File: config.mk
export PLATFORM = sky130hd
export DESIGN_NAME = two_voice_duration_event_encoder_core
export DESIGN_NICKNAME = d
export VERILOG_FILES = /design/src/rtl/core/tdee_pkg.sv /design/src/rtl/core/two_voice_duration_event_encoder_core.sv /design/src/rtl/core/tdee_len_unit.sv /design/src/rtl/core/tdee_out_reg.sv
export SDC_FILE = /design/constraint.sdc
export NUM_CORES = 1
export LEC_CHECK = 0
export ABC_AREA = 1
export BUFFER_PORTS_ARGS = -buffer_cell sky130_fd_sc_hd__buf_2
export CAP_MARGIN = 25
export CORE_MARGIN = 2
export CORE_UTILIZATION = 45
export CTS_CLUSTER_SIZE = 28
export DETAILED_ROUTE_END_ITERATION = 7
export SYNTH_ARGS = -nofsm -noshare
export SYNTH_HDL_FRONTEND = slang
export SYNTH_SLANG_ARGS = --single-unit
File: constraint.sdc
create_clock -name clk -period 4.1 [get_ports clk]
set_input_delay 0.41 -clock clk [delete_from_list [all_inputs] [get_ports clk]]
set_output_delay 0.41 -clock clk [all_outputs]
set_load 0.02 [all_outputs]
File: src/rtl/core/tdee_pkg.sv
// ----------------------------------------------------------------------------
// tdee_pkg
// Shared types and constants for the two-voice duration event encoder.
// ----------------------------------------------------------------------------
package tdee_pkg;

    localparam int unsigned PITCH_W = 8;
    localparam int unsigned LEN_W   = 10;
    localparam int unsigned RUN_W   = 8;

    localparam logic [7:0] BASE_LENGTH_RST = 8'd120;
    localparam logic [RUN_W-1:0] RUN_LIMIT = 8'd250;
    localparam logic [RUN_W-1:0] RUN_MIN   = 8'd2;

    localparam logic OP_LINE  = 1'b0;
    localparam logic OP_FLUSH = 1'b1;

    // length codes, named by their fraction of the whole note
    localparam logic [3:0] LC_5_2  = 4'd0;
    localparam logic [3:0] LC_1    = 4'd1;
    localparam logic [3:0] LC_1_2  = 4'd2;
    localparam logic [3:0] LC_3_8  = 4'd3;
    localparam logic [3:0] LC_1_4  = 4'd4;
    localparam logic [3:0] LC_5_8  = 4'd5;
    localparam logic [3:0] LC_1_16 = 4'd6;
    localparam logic [3:0] LC_1_8  = 4'd8;
    localparam logic [3:0] LC_3_16 = 4'd9;
    localparam logic [3:0] LC_3_4  = 4'd10;
    localparam logic [3:0] LC_9_8  = 4'd11;
    localparam logic [3:0] LC_3_2  = 4'd12;
    localparam logic [3:0] LC_2    = 4'd13;

    typedef enum logic [2:0] {
        ST_IDLE,
        ST_LOAD_A,
        ST_LOAD_B,
        ST_FRAME,
        ST_END,
        ST_FLUSH_REC,
        ST_FLUSH_TERM
    } state_t;

    typedef struct packed {
        logic [RUN_W-1:0]   duration;
        logic [PITCH_W-1:0] voice_a_pitch;
        logic [PITCH_W-1:0] voice_b_pitch;
        logic               last;
    } rec_t;

endpackage

File: src/rtl/core/two_voice_duration_event_encoder_core.sv
// ----------------------------------------------------------------------------
// two_voice_duration_event_encoder_core
// Two-voice note lines in, run-length (duration, pitch A, pitch B) records out.
// ----------------------------------------------------------------------------
// After a note line is accepted, in_ready stays low while the core loads
// voice A, loads voice B, steps through base_length/16 frames and runs one
// closing step; the per-frame compare/decrement step is the unit that paces a
// line, and a full output register adds stalls. An end-of-song word emits
// the last run and a zero terminator. One record is held back inside so
// that the final record of each word carries last.
// ----------------------------------------------------------------------------
module two_voice_duration_event_encoder_core
    import tdee_pkg::*;
(
    input  logic                clk,
    input  logic                rst_n,
    input  logic                cfg_valid,
    output logic                cfg_ready,
    input  logic [7:0]          cfg_data,
    input  logic                in_valid,
    output logic                in_ready,
    input  logic                opcode,
    input  logic                a_present,
    input  logic [PITCH_W-1:0]  a_pitch,
    input  logic [3:0]          a_length_code,
    input  logic                b_present,
    input  logic [PITCH_W-1:0]  b_pitch,
    input  logic [3:0]          b_length_code,
    input  logic                lyric_flag,
    output logic                out_valid,
    input  logic                out_ready,
    output logic [RUN_W-1:0]    duration,
    output logic [PITCH_W-1:0]  voice_a_pitch,
    output logic [PITCH_W-1:0]  voice_b_pitch,
    output logic                last
);

    state_t state_reg, state_next;

    logic [7:0]         base_length_reg;
    logic [LEN_W-1:0]   a_rem_reg, a_rem_next, b_rem_reg, b_rem_next;
    logic [PITCH_W-1:0] a_cur_reg, a_cur_next, b_cur_reg, b_cur_next;
    logic [PITCH_W-1:0] a_prev_reg, a_prev_next, b_prev_reg, b_prev_next;
    logic [RUN_W-1:0]   run_reg, run_next;
    logic               first_reg, first_next;
    logic               lyric_reg, lyric_next;
    logic [3:0]         frames_reg, frames_next;

    // latched line word
    logic               a_pres_q, b_pres_q, lyric_q;
    logic [PITCH_W-1:0] a_pitch_q, b_pitch_q;
    logic [3:0]         a_code_q, b_code_q;

    // held record, waiting to learn whether it is the last one
    logic               hold_valid_reg, hold_valid_next;
    rec_t               hold_reg, hold_next;

    logic [3:0]         len_code;
    logic [LEN_W-1:0]   len;
    logic               push_valid, push_ready;
    rec_t               push_data;

    logic [PITCH_W-1:0] a_sil, b_sil;
    logic               emit;
    logic [RUN_W-1:0]   rec_dur;
    logic               frame_stall;
    logic               in_acc;

    assign cfg_ready = 1'b1;
    assign in_ready  = (state_reg == ST_IDLE);
    assign in_acc    = in_valid && in_ready;

    assign len_code = (state_reg == ST_LOAD_A) ? a_code_q : b_code_q;

    tdee_len_unit u_len (
        .base_length (base_length_reg),
        .code        (len_code),
        .length      (len)
    );

    tdee_out_reg u_out (
        .clk           (clk),
        .rst_n         (rst_n),
        .push_valid    (push_valid),
        .push_data     (push_data),
        .push_ready    (push_ready),
        .out_valid     (out_valid),
        .out_ready     (out_ready),
        .duration      (duration),
        .voice_a_pitch (voice_a_pitch),
        .voice_b_pitch (voice_b_pitch),
        .last          (last)
    );

    // frame step
    assign a_sil   = (a_rem_reg == '0) ? '0 : a_cur_reg;
    assign b_sil   = (b_rem_reg == '0) ? '0 : b_cur_reg;
    assign emit    = (a_sil != a_prev_reg) || (b_sil != b_prev_reg) || lyric_reg
                     || (run_reg > RUN_LIMIT);
    assign rec_dur = (run_reg < RUN_MIN) ? RUN_MIN : run_reg;
    assign frame_stall = emit && hold_valid_reg && !push_ready;

    // next state
    always_comb
    begin
        state_next = state_reg;
        case (state_reg)
            ST_IDLE:
            begin
                if (in_acc)
                begin
                    state_next = (opcode == OP_FLUSH) ? ST_FLUSH_REC : ST_LOAD_A;
                end
            end
            ST_LOAD_A:
            begin
                state_next = ST_LOAD_B;
            end
            ST_LOAD_B:
            begin
                state_next = (base_length_reg[7:4] == 4'd0) ? ST_END : ST_FRAME;
            end
            ST_FRAME:
            begin
                if (!frame_stall && frames_reg == 4'd1)
                begin
                    state_next = ST_END;
                end
            end
            ST_END:
            begin
                if (!hold_valid_reg || push_ready)
                begin
                    state_next = ST_IDLE;
                end
            end
            ST_FLUSH_REC:
            begin
                if (push_ready)
                begin
                    state_next = ST_FLUSH_TERM;
                end
            end
            ST_FLUSH_TERM:
            begin
                if (push_ready)
                begin
                    state_next = ST_IDLE;
                end
            end
            default:
            begin
                state_next = ST_IDLE;
            end
        endcase
    end

    // record words toward the output register
    always_comb
    begin
        push_valid = 1'b0;
        push_data  = hold_reg;
        case (state_reg)
            ST_FRAME:
            begin
                push_valid     = emit && hold_valid_reg;
                push_data.last = 1'b0;
            end
            ST_END:
            begin
                push_valid     = hold_valid_reg;
                push_data.last = 1'b1;
            end
            ST_FLUSH_REC:
            begin
                push_valid              = 1'b1;
                push_data.duration      = (run_reg == 8'd1) ? RUN_MIN : run_reg;
                push_data.voice_a_pitch = a_prev_reg;
                push_data.voice_b_pitch = b_prev_reg;
                push_data.last          = 1'b0;
            end
            ST_FLUSH_TERM:
            begin
                push_valid = 1'b1;
                push_data  = '{duration: '0, voice_a_pitch: '0,
                               voice_b_pitch: '0, last: 1'b1};
            end
            default:
            begin
                push_valid = 1'b0;
            end
        endcase
    end

    // voice state datapath
    always_comb
    begin
        a_rem_next      = a_rem_reg;
        b_rem_next      = b_rem_reg;
        a_cur_next      = a_cur_reg;
        b_cur_next      = b_cur_reg;
        a_prev_next     = a_prev_reg;
        b_prev_next     = b_prev_reg;
        run_next        = run_reg;
        first_next      = first_reg;
        lyric_next      = lyric_reg;
        frames_next     = frames_reg;
        hold_valid_next = hold_valid_reg;
        hold_next       = hold_reg;
        case (state_reg)
            ST_LOAD_A:
            begin
                if (a_pres_q)
                begin
                    if (len != '0)
                    begin
                        a_rem_next = len;
                    end
                    if (a_pitch_q != '0)
                    begin
                        a_cur_next = a_pitch_q;
                    end
                end
            end
            ST_LOAD_B:
            begin
                if (b_pres_q)
                begin
                    if (len != '0)
                    begin
                        b_rem_next = len;
                    end
                    if (b_pitch_q != '0)
                    begin
                        b_cur_next = b_pitch_q;
                    end
                end
                if (lyric_q)
                begin
                    lyric_next = 1'b1;
                end
                if (first_reg)
                begin
                    a_prev_next = a_cur_reg;
                    b_prev_next = b_cur_next;
                    first_next  = 1'b0;
                end
                frames_next = base_length_reg[7:4];
            end
            ST_FRAME:
            begin
                if (!frame_stall)
                begin
                    if (emit)
                    begin
                        hold_valid_next = 1'b1;
                        hold_next = '{duration: rec_dur, voice_a_pitch: a_prev_reg,
                                      voice_b_pitch: b_prev_reg, last: 1'b0};
                        run_next  = 8'd1;
                    end
                    else
                    begin
                        run_next = run_reg + 8'd1;
                    end
                    if (a_rem_reg != '0)
                    begin
                        a_rem_next = a_rem_reg - 10'd1;
                    end
                    if (b_rem_reg != '0)
                    begin
                        b_rem_next = b_rem_reg - 10'd1;
                    end
                    a_cur_next  = a_sil;
                    b_cur_next  = b_sil;
                    a_prev_next = a_sil;
                    b_prev_next = b_sil;
                    lyric_next  = 1'b0;
                    frames_next = frames_reg - 4'd1;
                end
            end
            ST_END:
            begin
                if (push_ready)
                begin
                    hold_valid_next = 1'b0;
                end
            end
            ST_FLUSH_TERM:
            begin
                if (push_ready)
                begin
                    a_rem_next  = '0;
                    b_rem_next  = '0;
                    a_cur_next  = '0;
                    b_cur_next  = '0;
                    a_prev_next = '0;
                    b_prev_next = '0;
                    run_next    = '0;
                    first_next  = 1'b1;
                    lyric_next  = 1'b0;
                end
            end
            default:
            begin
                frames_next = frames_reg;
            end
        endcase
    end

    always_ff @(posedge clk or negedge rst_n)
    begin
        if (!rst_n)
        begin
            state_reg       <= ST_IDLE;
            base_length_reg <= BASE_LENGTH_RST;
            a_rem_reg       <= '0;
            b_rem_reg       <= '0;
            a_cur_reg       <= '0;
            b_cur_reg       <= '0;
            a_prev_reg      <= '0;
            b_prev_reg      <= '0;
            run_reg         <= '0;
            first_reg       <= 1'b1;
            lyric_reg       <= 1'b0;
            frames_reg      <= '0;
            hold_valid_reg  <= 1'b0;
        end
        else
        begin
            state_reg      <= state_next;
            a_rem_reg      <= a_rem_next;
            b_rem_reg      <= b_rem_next;
            a_cur_reg      <= a_cur_next;
            b_cur_reg      <= b_cur_next;
            a_prev_reg     <= a_prev_next;
            b_prev_reg     <= b_prev_next;
            run_reg        <= run_next;
            first_reg      <= first_next;
            lyric_reg      <= lyric_next;
            frames_reg     <= frames_next;
            hold_valid_reg <= hold_valid_next;
            if (cfg_valid && cfg_ready)
            begin
                base_length_reg <= cfg_data;
            end
        end
    end

    always_ff @(posedge clk)
    begin
        hold_reg <= hold_next;
        if (in_acc)
        begin
            a_pres_q  <= a_present;
            a_pitch_q <= a_pitch;
            a_code_q  <= a_length_code;
            b_pres_q  <= b_present;
            b_pitch_q <= b_pitch;
            b_code_q  <= b_length_code;
            lyric_q   <= lyric_flag;
        end
    end

    // a held record never outlives its line word
    a_hold_empty_idle: assert property (@(posedge clk) disable iff (!rst_n)
        (state_reg == ST_IDLE) |-> !hold_valid_reg)
        else $error("held record left over at idle");

    // run never grows past the limit plus one
    a_run_bound: assert property (@(posedge clk) disable iff (!rst_n)
        run_reg <= (RUN_LIMIT + 8'd1))
        else $error("run count above limit");

    // a stalled frame changes no voice state
    a_stall_holds: assert property (@(posedge clk) disable iff (!rst_n)
        (state_reg == ST_FRAME && frame_stall) |=>
            ($stable(run_reg) && $stable(a_rem_reg) && $stable(b_rem_reg)
             && $stable(frames_reg)))
        else $error("frame state moved during stall");

    // the terminator always closes a flush
    a_flush_term: assert property (@(posedge clk) disable iff (!rst_n)
        (state_reg == ST_FLUSH_TERM && push_ready) |=>
            (out_valid && last && duration == '0))
        else $error("flush terminator missing");

endmodule

File: src/rtl/core/tdee_len_unit.sv
// ----------------------------------------------------------------------------
// tdee_len_unit
// Length code to frame count, scaled from the base length. Shared by both
// voices; the sequencer presents one code per cycle.
// ----------------------------------------------------------------------------
module tdee_len_unit
    import tdee_pkg::*;
(
    input  logic [7:0]       base_length,
    input  logic [3:0]       code,
    output logic [LEN_W-1:0] length
);

    logic [11:0] l1;
    logic [11:0] l3;
    logic [11:0] l5;
    logic [11:0] l9;
    logic [11:0] scaled;

    // 9*255 needs twelve bits before the shift
    assign l1 = {4'b0000, base_length};
    assign l3 = {3'b000, base_length, 1'b0} + l1;
    assign l5 = {2'b00, base_length, 2'b00} + l1;
    assign l9 = {1'b0, base_length, 3'b000} + l1;

    always_comb
    begin
        case (code)
            LC_5_2:  scaled = l5 >> 1;
            LC_1:    scaled = l1;
            LC_1_2:  scaled = l1 >> 1;
            LC_3_8:  scaled = l3 >> 3;
            LC_1_4:  scaled = l1 >> 2;
            LC_5_8:  scaled = l5 >> 3;
            LC_1_16: scaled = l1 >> 4;
            LC_1_8:  scaled = l1 >> 3;
            LC_3_16: scaled = l3 >> 4;
            LC_3_4:  scaled = l3 >> 2;
            LC_9_8:  scaled = l9 >> 3;
            LC_3_2:  scaled = l3 >> 1;
            LC_2:    scaled = l1 << 1;
            default: scaled = 12'd1;
        endcase
    end

    // largest value is 5*255/2 = 637, fits in ten bits
    assign length = scaled[LEN_W-1:0];

endmodule

File: src/rtl/core/tdee_out_reg.sv
// ----------------------------------------------------------------------------
// tdee_out_reg
// Output register for record words. Takes a new word in the cycle the held
// word leaves.
// ----------------------------------------------------------------------------
module tdee_out_reg
    import tdee_pkg::*;
(
    input  logic                clk,
    input  logic                rst_n,
    input  logic                push_valid,
    input  rec_t                push_data,
    output logic                push_ready,
    output logic                out_valid,
    input  logic                out_ready,
    output logic [RUN_W-1:0]    duration,
    output logic [PITCH_W-1:0]  voice_a_pitch,
    output logic [PITCH_W-1:0]  voice_b_pitch,
    output logic                last
);

    logic valid_reg;
    rec_t data_reg;

    assign push_ready = !valid_reg || out_ready;

    always_ff @(posedge clk or negedge rst_n)
    begin
        if (!rst_n)
        begin
            valid_reg <= 1'b0;
        end
        else if (push_ready)
        begin
            valid_reg <= push_valid;
        end
    end

    always_ff @(posedge clk)
    begin
        if (push_ready && push_valid)
        begin
            data_reg <= push_data;
        end
    end

    assign out_valid     = valid_reg;
    assign duration      = data_reg.duration;
    assign voice_a_pitch = data_reg.voice_a_pitch;
    assign voice_b_pitch = data_reg.voice_b_pitch;
    assign last          = data_reg.last;

endmodule

# After elaboration in Yosys (flattened, before gate mapping)
# Cells that the tools add are included.
[word_totals]
ff_bits = 155
in_bits = 41
output_inout_bits = 28
word_cells = 174
[op_classes]
addsub = 7
n_lt_le_gt_ge = 2
n_eq_ne = 39
muxes = 53
bitwise = 1
reduce_logical = 44
[ops]
columns = ["operator", "count"]
rows = [
  ["case mux 10 bit (13 select lines)", 1],
  ["two-way mux 8 bit", 14],
  ["case mux 8 bit (3 select lines)", 4],
  ["two-way mux 10 bit", 8],
  ["case mux 10 bit (3 select lines)", 2],
  ["case mux 24 bit (2 select lines)", 1],
  ["nonzero test 10 bit", 3],
  ["inequality test 2 bit, second input constant", 14],
  ["== test 4 bit, second input constant", 6],
  ["two-way mux 3 bit", 7],
  ["case mux 3 bit (7 select lines)", 1],
  ["logical NOT 10 bit", 2],
  ["subtractor 10 x 1 -> 10 bit, second input constant", 2],
  ["inequality test 8 bit", 2],
  ["case mux 8 bit (2 select lines)", 1],
  ["nonzero test 8 bit", 2],
  ["adder 11 x 8 -> 12 bit", 1],
  ["== test 4 x 3 -> 1 bit, second input constant", 3],
  ["AND reduction 4 bit", 3],
  ["AND reduction 6 bit", 2],
  ["adder 10 x 8 -> 11 bit", 1],
  ["adder 9 x 8 -> 10 bit", 1],
  ["AND reduction 5 bit", 2],
  ["== test 3 bit, second input constant", 3],
  ["other kinds (26)", 60],
]

# Depth between registers and ports, before layout
# Gate-level depths: netlist of the first run.
[logic_depth]
ltp_word = 12
depth_mapped = 21
depth_no_buf = 20

# Modules after synthesis
# From an unflattened synthesis of the first run, not the netlist that was laid out.
[hier_totals]
hier_cells = 1209
area_unflattened_um2 = 9549.2
[modules_own_cells]
columns = ["module", "instances", "cells_each", "area_each_um2"]
rows = [
  ["two_voice_duration_event_encoder_core", 1, 822, 7003.0],
  ["tdee_len_unit", 1, 356, 1750.4],
  ["tdee_out_reg", 1, 31, 795.8],
]

# Worst setup path after synthesis of the first run
# No wires, ideal clock.
[synth_path]
kind = "register -> register"
startpoint = "register a_rem_reg[0]"
endpoint = "register u_out.data_reg (netlist bit u_out.duration[0]) (enable)"
setup_ns = 0.407
arrival_time_ns = 2.881
setup_slack_ns = 0.812
path_stages_with_launch = 16
cell_sequence = "dfrtp_1 inv_1 ha_1 nand3_1 nor2_2 buf_4 nor2_1 xor2_1 nand2_1 nor2_1 nand3_1 buf_2 a21oi_1 o21ai_0 inv_1 nor2_1"
[synth_via]
elab_chain_cells = 9
[synth_lines]
columns = ["item", "line", "text"]
rows = [
  ["start: declaration", "two_voice_duration_event_encoder_core.sv:41", "logic [LEN_W-1:0] a_rem_reg, a_rem_next, b_rem_reg, b_rem_next;"],
  ["start signal: assignment", "two_voice_duration_event_encoder_core.sv:331", "a_rem_reg <= a_rem_next;"],
  ["logical NOT 10 bit", "two_voice_duration_event_encoder_core.sv:96", "assign a_sil = (a_rem_reg == '0) ? '0 : a_cur_reg;"],
  ["two-way mux 8 bit", "two_voice_duration_event_encoder_core.sv:96", ""],
  ["inequality test 8 bit", "two_voice_duration_event_encoder_core.sv:98", "assign emit = (a_sil != a_prev_reg) || (b_sil != b_prev_reg) || lyric_reg"],
  ["logical OR 1 bit (2 in series)", "two_voice_duration_event_encoder_core.sv:98", ""],
  ["logical OR 1 bit", "two_voice_duration_event_encoder_core.sv:99", "|| (run_reg > RUN_LIMIT);"],
  ["logical AND 1 bit", "two_voice_duration_event_encoder_core.sv:166", "push_valid = emit && hold_valid_reg;"],
  ["case mux 1 bit (3 select lines)", "two_voice_duration_event_encoder_core.sv:163", "case (state_reg)"],
  ["logical AND 1 bit", "tdee_out_reg.sv:41", "if (push_ready && push_valid)"],
  ["end signal: assignment", "tdee_out_reg.sv:43", "data_reg <= push_data;"],
  ["end: declaration", "tdee_out_reg.sv:23", "rec_t data_reg;"],
]
# No other way between the ends.
# A chain may end at the register's enable or synchronous reset.

# Worst setup path after layout of the first run
[layout_path]
startpoint = "register base_length_reg[2]"
endpoint = "register b_rem_reg[0]"
[layout_via]
elab_chain_cells = 5
[layout_lines]
columns = ["item", "line", "text"]
rows = [
  ["start: declaration", "two_voice_duration_event_encoder_core.sv:40", "logic [7:0] base_length_reg;"],
  ["start signal: assignment", "two_voice_duration_event_encoder_core.sv:344", "base_length_reg <= cfg_data;"],
  ["adder 11 x 8 -> 12 bit, or another cell as far along", "tdee_len_unit.sv:24", "assign l9 = {1'b0, base_length, 3'b000} + l1;"],
  ["case mux 10 bit (13 select lines) (*)", "tdee_len_unit.sv:28", "case (code)"],
  ["nonzero test 10 bit or two-way mux 10 bit (tied branches)", "two_voice_duration_event_encoder_core.sv:229", "if (len != '0)"],
  ["inequality test 2 bit (no line) or two-way mux 10 bit (tied branches)", "--", ""],
  ["AND reduction 6 bit (no line) or case mux 10 bit (3 select lines) (tied branches)", "--", ""],
  ["end signal: assignment", "two_voice_duration_event_encoder_core.sv:332", "b_rem_reg <= b_rem_next;"],
  ["end: declaration", "two_voice_duration_event_encoder_core.sv:41", ""],
]
# Mark *: on every way between the ends. The rest lies on a longest branch, timed or not. The select of a mux whose other input is x is not followed.

==> results of run 1 <==
-- layout make-up --
type | count | area (sq um)
tap | 275 | 344
timing repair buffer | 82 | 450
clock inverter | 15 | 171
fill | 2089 | 10200
sequential | 155 | 4270
inverter | 153 | 574
multi-input combinational | 890 | 4510
clock buffer | 17 | 425
-- worst reg2reg max path, stage by stage (launching register included) --
cell	delay, ps
dfrtp_1	610
ha_1	260
inv_1	60
fa_1	400
nand3b_1	190
nand2_1	110
nand2_1	80
nand2_1	90
nand2_1	60
nand2_1	100
nor2_1	50
nor2_1	90
nand3_1	140
nor2_1	120
nand2_1	50
nor2_1	150
nand4_1	280
buf_4	280
nand4_1	70
nand2_1	70
-- cells by family (layout without fill, tap and decap cells) --
family / count (synthesis) / count (layout) / synth area share (%)
xor gates and xnor gates: 21 / 21 / 1.92
buffers and inverters: 192 / 267 / 8.25
DFF: 155 / 155 / 44.6
and+or+nand+nor: 632 / 632 / 28.7
AOI/OAI and AO/OA: 202 / 202 / 11.8
other: 1 / 1 / 0.0392
muxes: 1 / 1 / 0.118
adders and majority gates: 33 / 33 / 4.56
-- synthesized netlist by cell type, types with 5 or more instances --
cell      count  area (sq um)
o21ai_2       9          78.8
xor2_1       16           140
ha_1         30           375
nor3_1       11          55.1
o21a_1        5          37.5
clkbuf_1     23          86.3
edfxtp_1     76          2280
nand3b_1      5          37.5
nand3_1      60           300
nand2_2      12          75.1
o21ai_0     124           621
nand2_4       7          78.8
nor2_2       11          68.8
inv_1       144           541
dfrtp_1      74          1850
nand4_1      20           125
nand2_1     369          1390
a22oi_1       5          37.5
nor4_1        8          50.1
xnor2_1       5          43.8
a21oi_1      26           130
o22ai_1       5          31.3
o21ai_1      12          60.1
nor2_1      114           428
buf_2         8          40.0
dfstp_2       5           131
inv_2         5          18.8
-- per-stage QoR --
stage,cell area [sq um],cells
floorplan,9560,1237
global placement,10100,1555
detailed placement,10100,1555
CTS,10700,1587
global route,10700,1587
finish,10700,1587
-- per-layer routing --
metal	GRT usage, %	share of wire, %	vias to the layer above
li1	-	-	4168
met1	30.2	47	3721
met2	36.1	47	198
met3	3.11	3.5	41
met4	7.26	2.6	0
met5	0	0	-
-- how the worst min path moves through the flow --
stage,end,slack (ps),from
5_1_grt,b_prev_reg[2],110,rst_n
3_5_place_dp,hold_reg[10],430,a_prev_reg[1]
3_3_place_gp,hold_reg[10],430,a_prev_reg[1]
6_report,b_prev_reg[2],40,rst_n
2_1_floorplan,a_cur_reg[0],110,rst_n
4_1_cts,b_prev_reg[2],80,rst_n
-- where the power goes --
| group | total (mW) | switching [mW] | internal [mW] |
|---|---|---|---|
| Combinational | 3.74 | 2.58 | 1.16 |
| Clock | 1.58 | 0.753 | 0.823 |
| Sequential | 2.58 | 0.325 | 2.26 |
==> flow_summary.toml, run 1 <==
[floorplanning]
die_x_microns = 150
initial_core_util_pct = 45.6
ios = 69
rows = 53
die_h_microns = 150
core_area_sq_um = 21000
die_area_sq_um = 22400

[clocking]
cts_buffers = 17
cts_sinks = 155
cts.clk_slew.worst_paths_ps = 70
post_cts_buffers = 0
ctsHoldBuffers = 0
htree_levels = 4
post_cts_resized = 0
cts_buffer_depth = 2
clk_latency_ps = 430
tritoncts = "done"
cts_root_buf = "clkbuf_16"

[final_layout]
drive_above_1_share_pct = 13.8
final_nets = 1373
largest_reg_flops = 24
layout_common_cells = "nand2_1, inv_1, o21ai_0"
antenna_cells = 0
final_common_cell = "nand2_1"
final_util_pct = 51.3
areaGrowthSynthToFinish_pct = 12.4

[timing]
setup_viol_count_final = 0
fin_ws_ps = 723
slew_viol_final = 0
worst_pin_slew_ps = 838
clock_skew_ps = 9.74
hold_viol = 0
relSlewSlack_pct = 43.9
tns_ps = 0
fmax_mhz = 296
fin_crit_ps = 3380
hold_slack_ps = 44.4
period_share_pct = 82.4
rsz0062_at_grt = "false"

[detailed_routing]
vias = 8128
drt_iter0_markers = 668
drcViolationCount = 0
wl_microns = 23700
avgRoutedWirePerCell_microns = 14.9
drt_pre_antenna_iters = 5
viasPerCell = 5.12
ant_nets = 0

[power_and_ir_drop]
p_total_mw = 7.90
p_per_area_nw_per_um2 = 736
total_leakage_power_nw = 5.08
irDropWorstVdd_uv = 303

[place]
dpl.hpwl_microns = 17500
place_ws_ps = 771
portBuffers = 67
gp_congestion = 1.03

[critical_path]
crit_path_max_fanout = 11
path_class = "reg -> reg"
path_cells = "ha_1, inv_1, fa_1, nand3b_1, nand2_1, nand2_1, nand2_1, nand2_1, nand2_1, nor2_1, nor2_1, nand3_1, nor2_1, nand2_1, nor2_1, nand4_1, buf_4, nand4_1, nand2_1"
cpMostUsedCell = "nand2_1"
slowest_stage = "dfrtp_1"
crit_path_max_incr_delay_ps = 610
path_buf_inv = 2
worstRegToRegCells = 19
required_ps = 4420
rrSetupSlack_ps = 720
worst_setup_path_end_kind = "flip-flop"
start_kind = "flip-flop"
cp.arrival_ps = 3700
crit_cells = 19
startpoint = "base_length_reg[2]"
reg2reg_to = "b_rem_reg[0]"
r2r_start = "base_length_reg[2]"
worstSetupEndpoint = "b_rem_reg[0]"
path_delay_family = "simple AND/OR/NAND/NOR gates"

[yosys]
synth_seq_cells = 155
synth.cell_area_sq_um = 9560
synth_cell_types = 53
yosys_warnings = 0
syn_inst = 1237
syn_area_per_cell_sq_um = 7.73
synth_edf_count = 76
yosysSeqAreaShare_pct = 44.6
synth_fp_nets = 1311
synth-main-ff-cell = "edfxtp_1"
async_reset_ff_share_pct = 51.0

[global_route]
grt_pass1_vias = 7574
grt_overflow = 0
grt_start_max_net_pins = 58
grt_pass1_wl_microns = 38600
antenna_found_initial = 0
track_usage_pct = 22.0

[run_status]
status = "complete, no violations"

[worst_hold_path]
hp-class = "in -> async"

[job]
drv_cap = 0
(Power assumes the default switching activity.)
==> inputs of run 2 (changes only) <==
==> constraint.sdc (replaced) <==
create_clock -name clk -period 2.93 [get_ports clk]
set_input_delay 0.293 -clock clk [delete_from_list [all_inputs] [get_ports clk]]
set_output_delay 0.293 -clock clk [all_outputs]
set_load 0.02 [all_outputs]
==> run 2 against run 1 <==
Effect of this change: the run now ends with setup timing left; maximum frequency grew 14%; design area grew 12%; global-route usage grew 1.8 points; worst hold slack lost 13 ps; setup slack lost 760 ps; critical path depth shrank 4; non-clock buffer count grew 92; sequential cell count is the same; critical path type unchanged; largest power group unchanged.
==> flow_summary.toml, run 2 (synthesis gave the netlist of run 1 again) <==
[global_route]
grt_overflow = 0
antenna_found_initial = 0
grt_pass1_wl_microns = 41500
grt_start_max_net_pins = 51
grt_pass1_vias = 8212
track_usage_pct = 23.8

[timing]
hold_slack_ps = 31.8
tns_ps = -290
fin_crit_ps = 2970
hold_viol = 0
relSlewSlack_pct = 51.7
rsz0062_at_grt = "true"
fmax_mhz = 337
period_share_pct = 101
clock_skew_ps = 10.9
setup_viol_count_final = 10
fin_ws_ps = -40.6
slew_viol_final = 0
worst_pin_slew_ps = 724

[worst_hold_path]
min_to = "b_pres_q"
hp-class = "in -> reg"
hold_start = "b_present"
hold_path_depth = 1

[final_layout]
largest_reg_flops = 24
drive_above_1_share_pct = 23.0
multi_input_area_sq_um = 4820
seq_area_sq_um = 4270
fin_cells = 1682
final_common_cell = "nand2_1"
areaGrowthSynthToFinish_pct = 25.3
fillerInstances = 1941
final_nets = 1468
layout_common_cells = "nand2_1, inv_1, o21ai_0"
antenna_cells = 0

[critical_path]
required_ps = 3260
cp.arrival_ps = 3300
crit_path_max_fanout = 5
path_class = "reg -> reg"
worstRegToRegCells = 15
reg2reg_to = "b_rem_reg[2]"
r2r_start = "base_length_reg[4]"
worst_setup_path_end_kind = "flip-flop"
start_kind = "flip-flop"
rrSetupSlack_ps = -40

[detailed_routing]
drt_iter0_markers = 674
drt_pre_antenna_iters = 5
vias = 8681
avgRoutedWirePerCell_microns = 16.0
ant_nets = 0
drcViolationCount = 0
wl_microns = 26900
viasPerCell = 5.16

[run_status]
violations = "setup timing"
status = "finished with violations"

[floorplanning]
initial_core_util_pct = 45.6
core_area_sq_um = 21000
ios = 69
rows = 53
die_x_microns = 150
die_area_sq_um = 22400
die_h_microns = 150

[power_and_ir_drop]
irDropWorstVdd_uv = 457
total_leakage_power_nw = 5.66
p_total_mw = 12.7
p_per_area_nw_per_um2 = 1060

[place]
gp_congestion = 0.999
portBuffers = 67
dpl.hpwl_microns = 19200
place_inst = 1612

[job]
drv_cap = 0

[clocking]
htree_levels = 4
cts_buffers = 17
tritoncts = "done"
cts_sinks = 155
cts_root_buf = "clkbuf_16"
clk_latency_ps = 430
cts.clk_slew.worst_paths_ps = 70
cts_buffer_depth = 2
[run 2: changes by cell type in the layout (fill, tap and decap cells not counted), moves of 8 or more]
cell     before  now
buf_4        16   86
nor2_1      111   99
buf_6         0    9
nand2_1     369  360
buf_12        0    8
ha_1         30   22
nor2_2       14   22
[run 2: worst max path at each step]
stage	startpoint	end	slack [ps]	cells after the start
floorplan	base_length_reg[6]	a_rem_reg[4]	40	18
global placement	base_length_reg[6]	a_rem_reg[3]	-140	17
detailed placement	base_length_reg[6]	a_rem_reg[8]	-190	17
CTS	base_length_reg[6]	b_rem_reg[1]	20	16
global route	base_length_reg[3]	b_rem_reg[9]	-210	18
finish	base_length_reg[4]	b_rem_reg[2]	-40	15
[run 2: power by group]
part	leakage, nW	internal (mW)	switching [mW]
sequential	1.70	3.16	0.418
combinational	3.66	2.58	4.24
clock	0.305	1.24	1.07
[run 2: through the flow]
stage / util (%) / cell area (sq um) / setup slack [ps]
2_1_floorplan: - / 9560 / 35.3
3_3_place_gp: 50.8 / 10600 / -136
3_5_place_dp: 50.8 / 10600 / -190
4_1_cts: 54.5 / 11400 / 15.5
5_1_grt: 57.2 / 12000 / -207
6_report: 57.2 / 12000 / -40.6
[run 2: layout make-up]
type / count / area share [%]
Clock buffer: 17 / 3.55
Clock inverter: 15 / 1.69
Inverter: 153 / 4.82
Multi-Input combinational cell: 893 / 40.2
Sequential cell: 155 / 35.6
Tap cell: 275 / 2.87
Timing Repair Buffer: 174 / 11.2
[run 2: timing repair]
item	4_1_cts	5_1_grt
cloned	2	7
hold endpoints to repair	48	0
setup buffers	8	20
pin swaps	4	27
hold buffers	1	0
resized for setup	9	71
setup endpoints to repair	20	69
[run 2: critical path: stages (launching register included)]
cell	delay, ps
dfstp_2	560
buf_4	150
ha_1	290
a21oi_2	170
nand2_1	130
nand2_1	100
nand3b_1	70
nand2_1	120
nor2_1	70
nor3_1	180
nand2_1	140
nor2_2	190
nand4_1	270
buf_4	260
nand4_1	70
nand2_1	70
[run 2: layer usage]
layer	GRT usage (%)	up-vias	wire length, microns
met4	9.25	0	918
met2	40.3	202	13200
met1	30.7	4056	11900
li1	-	4363	-
met5	0	-	0
met3	3.69	60	882
==> inputs of run 3 (changes only) <==
--- a/config.mk
+++ b/config.mk
@@ -12,6 +12,7 @@
 export CORE_UTILIZATION = 45
 export CTS_CLUSTER_SIZE = 28
 export DETAILED_ROUTE_END_ITERATION = 7
+export MAX_ROUTING_LAYER = met4
 export SYNTH_ARGS = -nofsm -noshare
 export SYNTH_HDL_FRONTEND = slang
 export SYNTH_SLANG_ARGS = --single-unit
==> run 3 against run 2 <==
Effect of this change: the flow now finishes without violations; register-to-register slack better by 120 ps; first-iteration DRC count down 15%; power shrank 2.0%; critical path depth up 5; sequential share of layout area is 0.62 points higher; worst hold slack better by 2.7 ps; die area unchanged; count of clock-buffer cells in the layout is the same; clock power decreased by 3%; global-route usage up 0.70 points; design area is 1.7% lower; largest cell class unchanged; largest power group unchanged; highest routed layer unchanged.
==> flow_summary.toml, run 3 (synthesis gave the netlist of run 1 again) <==
[floorplanning]
initial_core_util_pct = 45.6
ios = 69
rows = 53
die_x_microns = 150
die_area_sq_um = 22400
die_h_microns = 150
core_area_sq_um = 21000

[critical_path]
rrSetupSlack_ps = 80
r2r_start = "b_rem_reg[0]"
worst_setup_path_end_kind = "flip-flop"
cp.arrival_ps = 3190
required_ps = 3260
start_kind = "flip-flop"
crit_path_max_fanout = 8
worstRegToRegCells = 20
path_class = "reg -> reg"
reg2reg_to = "a_prev_reg[7]"

[power_and_ir_drop]
irDropWorstVdd_uv = 446
p_per_area_nw_per_um2 = 1060
intPower_mw = 6.75
p_clk_share_pct = 17.9
p_switching_mw = 5.70
power_frac_seq_pct = 28.6
swShare_pct = 45.8
combPwrFrac_pct = 53.4
total_leakage_power_nw = 5.55
p_total_mw = 12.5

[global_route]
grt_pass1_wl_microns = 41500
antenna_found_initial = 0
grt_overflow = 0
grt_pass1_vias = 7914
grt_start_max_net_pins = 52
track_usage_pct = 24.5

[timing]
slew_viol_final = 0
worst_pin_slew_ps = 748
clock_skew_ps = 11.4
setup_viol_count_final = 0
hold_viol = 0
relSlewSlack_pct = 50.1
rsz0062_at_grt = "true"
period_share_pct = 97.3
fin_crit_ps = 2850
hold_slack_ps = 34.5
tns_ps = 0
fmax_mhz = 351

[detailed_routing]
wl_microns = 26500
vias = 8596
drt_iter0_markers = 572
drt_pre_antenna_iters = 5
ant_nets = 0
drcViolationCount = 0
viasPerCell = 5.15
avgRoutedWirePerCell_microns = 15.9

[run_status]
status = "complete, no violations"

[final_layout]
fillerInstances = 2034
final_common_cell = "nand2_1"
drive_above_1_share_pct = 23.2
final_nets = 1456
areaGrowthSynthToFinish_pct = 23.2
layout_common_cells = "nand2_1, inv_1, o21ai_0"
fin_cells = 1670
largest_reg_flops = 24
antenna_cells = 0

[place]
place_inst = 1616
portBuffers = 67
gp_congestion = 0.937
dpl.hpwl_microns = 19100

[clocking]
cts.clk_slew.worst_paths_ps = 70
clk_latency_ps = 430
tritoncts = "done"
cts_sinks = 155
cts_root_buf = "clkbuf_16"
cts_buffers = 17
htree_levels = 4
cts_buffer_depth = 2

[worst_hold_path]
hp-class = "in -> reg"
hold_path_depth = 1
min_to = "b_code_q[0]"
hold_start = "b_length_code[0]"

[job]
drv_cap = 0
## run 3: changes by cell type in the layout (fill, tap and decap cells not counted), moves of 3 or more
cell / change
buf_4: -5
ha_1: +3
buf_12: -3
nand2_2: +16
buf_6: -4
nand2_1: -15
ha_4: -3
## run 3: per-layer routing
| layer | part of all wire (%) | vias to the layer above | global-route usage [%] |
|---|---|---|---|
| met5 | 0 | - | - |
| met4 | 2.8 | 0 | 8.11 |
| met3 | 4.8 | 49 | 2.80 |
| met2 | 49 | 233 | 40.3 |
| met1 | 44 | 3964 | 31.7 |
| li1 | - | 4350 | - |
## run 3: critical path: stages, from the launching register on
cell and delay, ps:
dfrtp_1 380, inv_2 50, ha_1 200, nand3b_1 130
nor2_4 80, nand2_4 120, buf_8 150, nand2_2 50
nand2_1 50, nand2_1 70, nor2_2 130, nand2_1 70
nor2_2 170, nand3_2 140, nand3_4 110, nand2_4 70
buf_4 150, a21oi_4 270, clkbuf_16 220, nand2_1 50
o21ai_0 90
## run 3: final cells by class
| class | instances | area [sq um] | share of cell area, % |
|---|---|---|---|
| clock buffers | 17 | 425 | 3.61 |
| clock inverters | 15 | 176 | 1.50 |
| inverters | 153 | 574 | 4.88 |
| multi-input cells | 894 | 4820 | 40.9 |
| flip-flops and latches | 155 | 4270 | 36.2 |
| well taps | 275 | 344 | 2.92 |
| repair buffers | 161 | 1170 | 9.93 |
## run 3: timing repair
item / in CTS / in global routing
endpoints found under the hold margin: 44 / 0
hold buffers: 1 / 0
setup buffers: 4 / 9
endpoints found under the setup margin: 20 / 72
cloned: 1 / 7
gates resized for setup: 7 / 81
pin swaps: 2 / 28
## run 3: how the worst max path moves through the flow
stage	endpoint	start	slack (ps)	cells after the start
finish	a_prev_reg[7]	b_rem_reg[0]	80	20
global route	a_prev_reg[7]	b_rem_reg[0]	-100	20
CTS	b_rem_reg[0]	base_length_reg[6]	9	19
detailed placement	b_rem_reg[5]	base_length_reg[5]	-80	17
global placement	b_rem_reg[2]	base_length_reg[5]	-140	17
floorplan	a_rem_reg[4]	base_length_reg[6]	40	18
## run 3: power by group through the flow
stage               Combinational (mW)  Sequential [mW]  Clock [mW]
floorplan                         3.87             3.72           0
finish                            6.66             3.57        2.23
CTS                               5.95             3.56        2.27
global placement                  5.81             3.58           0
detailed placement                5.85             3.60           0
global route                      7.39             3.66        2.36
## run 3: stage by stage
stage               worst slack (ps)  util [%]  area, sq um
floorplan                       35.3         -         9560
global placement                -143      50.9        10700
detailed placement             -83.8      50.9        10700
CTS                             8.68      54.2        11400
global route                   -99.2      56.2        11800
finish                          78.4      56.2        11800
